### src/hdl/stk_div.sv
// Iterative signed 32-bit divider giving truncated quotient and remainder.
`default_nettype none
module stk_div (
  input  wire logic        clk_i,
  input  wire logic        rst_ni,
  input  wire logic        start_i,
  input  wire logic [31:0] dividend_i,
  input  wire logic [31:0] divisor_i,
  output logic             done_o,
  output logic [31:0]      quot_o,
  output logic [31:0]      rem_o
);
  logic        busy_q, busy_d, done_q, done_d, negq_q, negq_d, negr_q, negr_d;
  logic [4:0]  cnt_q, cnt_d;
  logic [31:0] r_q, r_d, q_q, q_d, d_q, d_d;
  logic [32:0] shifted;

  always_comb begin
    busy_d  = busy_q;
    done_d  = 1'b0;
    cnt_d   = cnt_q;
    r_d     = r_q;
    q_d     = q_q;
    d_d     = d_q;
    negq_d  = negq_q;
    negr_d  = negr_q;
    shifted = {r_q, q_q[31]};
    if (start_i) begin
      busy_d = 1'b1;
      cnt_d  = 5'd0;
      r_d    = 32'd0;
      q_d    = dividend_i[31] ? (32'd0 - dividend_i) : dividend_i;
      d_d    = divisor_i[31] ? (32'd0 - divisor_i) : divisor_i;
      negq_d = dividend_i[31] ^ divisor_i[31];
      negr_d = dividend_i[31];
    end else if (busy_q) begin
      if (shifted >= {1'b0, d_q}) begin
        r_d = 32'(shifted - {1'b0, d_q});
        q_d = {q_q[30:0], 1'b1};
      end else begin
        r_d = shifted[31:0];
        q_d = {q_q[30:0], 1'b0};
      end
      cnt_d = cnt_q + 5'd1;
      if (cnt_q == 5'd31) begin
        busy_d = 1'b0;
        done_d = 1'b1;
      end
    end
  end

  always_ff @(posedge clk_i or negedge rst_ni) begin
    if (!rst_ni) begin
      busy_q <= 1'b0;
      done_q <= 1'b0;
      cnt_q  <= 5'd0;
    end else begin
      busy_q <= busy_d;
      done_q <= done_d;
      cnt_q  <= cnt_d;
    end
  end

  always_ff @(posedge clk_i) begin
    r_q    <= r_d;
    q_q    <= q_d;
    d_q    <= d_d;
    negq_q <= negq_d;
    negr_q <= negr_d;
  end

  assign done_o = done_q;
  assign quot_o = negq_q ? (32'd0 - q_q) : q_q;
  assign rem_o  = negr_q ? (32'd0 - r_q) : r_q;
endmodule
`default_nettype wire

### config.mk
export PLATFORM = sky130hd
export DESIGN_NAME = stk_div
export DESIGN_NICKNAME = d
export VERILOG_FILES = /design/src/hdl/stk_div.sv
export SDC_FILE = /design/constraint.sdc
export NUM_CORES = 1
export LEC_CHECK = 0
export BUFFER_PORTS_ARGS = -buffer_cell sky130_fd_sc_hd__buf_4
export CORE_UTILIZATION = 50
export DETAILED_ROUTE_END_ITERATION = 12
export PLACE_DENSITY = 0.8
export SLEW_MARGIN = 25
export SYNTH_ARGS = -nofsm -noshare
export SYNTH_HDL_FRONTEND = slang
export SYNTH_SLANG_ARGS = --single-unit
### constraint.sdc
create_clock -name clk_i -period 3.1 [get_ports clk_i]
set_input_delay 0.465 -clock clk_i [delete_from_list [all_inputs] [get_ports clk_i]]
set_output_delay 0.465 -clock clk_i [all_outputs]
set_load 0.01 [all_outputs]
==> run summary <==
initial DRC count: 677
ys flop type: edfxtp_1
unrepaired setup endpoints after global routing: true
Fin Setup TNS: -5.056 ns
number of distinct library cells after synthesis: 72
TritonCTS Buffers: 9
pre-CTS setup slack: -0.07432 ns
sequential element share of the synthesized area: 0.3289
CP Depth: 11
WL/cell: 16.19 um
total global routing overflow: 0
Cells on Worst Hold Path: 1
via count: 8,056
Root Driver: clkbuf_16
PwrDens: 380.7 mW/mm2
outcome: finished, violations left
initial antenna violation count: 0
leakage: 4.484 nW
cell type with the largest total area after synthesis: edfxtp_1
#FFs+latches synth: 105
largest net degree at the start of global routing: 47
syn nets: 1,105
Mapped Cells: 999
Final Util: 0.6498
Synth-to-Final Area Change: 26.68%
worst slew pin tran: 0.6479 ns
Peak VDD IR: 0.3301 mV
clk buf depth: 2
Die Y: 132.4 um
Placeable Area: 0.01658 mm2
CP startpoint kind: register
worst path arrival time: 3.07 ns
WP data required: 2.63 ns
Min Hold Slack: 0.3214 ns
worst-path fanout max: 2
Clock Sinks: 105
vias in the first global route: 7,073
Critical Path Max Stage Delay: 0.55 ns
FMAX: 0.2827 GHz
count of final max-slew check failures: 0
CTS tree: yes
Yosys warning count: 0
Synth Area per Inst: 8.514 um2
Post-Syn Area: 0.008506 mm2
Worst Path Buf+Inv: 4
drt pass-1 iters: 6
Reg clk slew, reported paths: 0.08 ns
post-route setup slack: -0.4376 ns
Port Buffers: 131
commonest cells after routing, fill and taps aside: 199 x buf_4, 108 x nand2_1, 102 x xnor2_1, 87 x nor2_1, 66 x edfxtp_1
Post-synth EDFFs: 66
Fin. Hold Viols: 0
die footprint: 0.01754 mm2
Final Cycle Share: 1.141
Total GRT Usage: 0.2492
Die Wd: 132.4 um
NumNets Final: 1,273
crit-path cells: or4_4 > or4_4 > or2_1 > nor2_1 > nand2_1 > buf_4 > buf_6 > buf_6 > o41ai_4 > xnor2_1 > buf_4
# setup viols final: 23
share of cells above drive strength 1: 0.2406
crit path time final: 3.538 ns
Placer Congestion: 0.9154
CP Class: register to primary output
Via density: 5.787
CP max-delay cell: or4_4
Skew-Pair Late Insertion Delay: 0.36 ns
HPWL after DPL: 16,940 um
initial core utilization: 0.5129
H-tree depth: 3
top-area cell type share of the netlist area: 0.2330
residual DRC count: 0
Max Cap Viol: 0
IO Pins: 132
Top delay family on crit path: simple AND/OR/NAND/NOR gates
routed wire length: 22,530 um
worst hold-check path type: input port to register
first-pass GRT wire length: 35,290 um
Setup Skew: 0.01077 ns
Async SR Flop Fraction: 0.06667
Antenna Cells: 0
reg2reg path depth: 11
Rel. slew slack: 0.5665
Rows: 47
failing checks: setup timing
largest cells by area after synthesis: edfxtp_1 23%, xnor2_1 11%, dfxtp_1 7.5%
antenna viol nets, final: 0
most common cell after layout, fill and taps aside: buf_4
Worst Setup End Kind: primary output
timing repair:
action                     CTS  global route
setup endpoints to repair   24            42
hold endpoints to repair     7             0
gates resized for setup     25            35
buffers inserted             7             5
hold buffers                 1             0
pin swaps                   10             9
cloned                       0             0
kinds of logic after synthesis:
logic type / share of synthesized area
adders and majority gates: 0.05825
xor gates and xnor gates: 0.1462
AOI/OAI and AO/OA: 0.2124
and+or+nand+nor: 0.1987
DFF: 0.3289
muxes: 0.007355
buffers and inverters: 0.04810
through the flow:
step,instance area (um2),power (mW),instances
floorplan,8506,2.366,999
global placement,10060,2.835,1362
detailed placement,10060,2.854,1362
CTS,10550,4.054,1386
global route,10780,4.281,1392
finish,10780,4.102,1392
flip-flops by register name, indices dropped and copies added, names as in the netlist:
name and count:
busy_q 1, cnt_q 5, d_q 32, done_o 1
negq_q 1, negr_q 1, q_q 32, r_q 32
Yosys cell counts, types with 6 or more instances:
master / instances
nand2_1: 111
xnor2_1: 102
nor2_1: 88
edfxtp_1: 66
a21oi_1: 62
o21ai_0: 61
inv_1: 53
xor2_1: 40
clkbuf_1: 39
ha_1: 38
dfxtp_1: 32
o31ai_1: 29
nor3_1: 22
nand3_1: 20
o41ai_1: 20
a311oi_1: 19
or3_1: 14
nand2b_1: 13
or4_1: 13
nand4_1: 12
a21o_1: 9
a32oi_1: 7
dfrtp_1: 7
nand3b_1: 7
and3_1: 6
buf_1: 6
per-layer routing:
layer	track usage	share of wire
met4	0.06641	0.014
met1	0.3514	0.46
met3	0.03793	0.069
met5	0	0
met2	0.3977	0.46
power by group:
group / internal, mW / switching [mW] / leakage [nW]
clock: 0.640 / 0.554 / 0.150
combinational: 0.583 / 0.613 / 3.33
sequential: 1.61 / 0.101 / 1.01
worst reg2reg max path: cells and delay by family, from the launching register on:
kind	cells	cell delay (ns)
buffers and inverters	2	0.33
adders and majority gates	1	0.40
and+or+nand+nor	2	0.49
DFF	1	0.32
AOI/OAI and AO/OA	6	1.33
path summary, 6_finish.rpt:
kind	from	endpoint	slack, ns
worst max-delay path	q_q[13]$_DFFE_PP_	quot_o[25]	-0.44
worst min-delay path	divisor_i[0]	d_q[0]$_DFFE_PP_	0.32
worst max register to register	r_q[7]$_SDFFE_PP0P_	r_q[5]$_SDFFE_PP0P_	0.14
worst min register to register	r_q[1]$_SDFFE_PP0P_	r_q[2]$_SDFFE_PP0P_	0.53
max in group asynchronous	rst_ni	cnt_q[0]$_DFFE_PN0P_	2.52
min in group asynchronous	rst_ni	cnt_q[2]$_DFFE_PN0P_	0.45
cell type report:
cell class,instances,area (um2)
clock buffer,10,229.0
clock inverter,6,73.82
fill,1362,5808
inverter,54,202.7
multi-input combinational,789,5577
sequential,105,2799
tap,220,275.3
timing repair buffer,208,1619
Power figures use the tool's default switching activity.
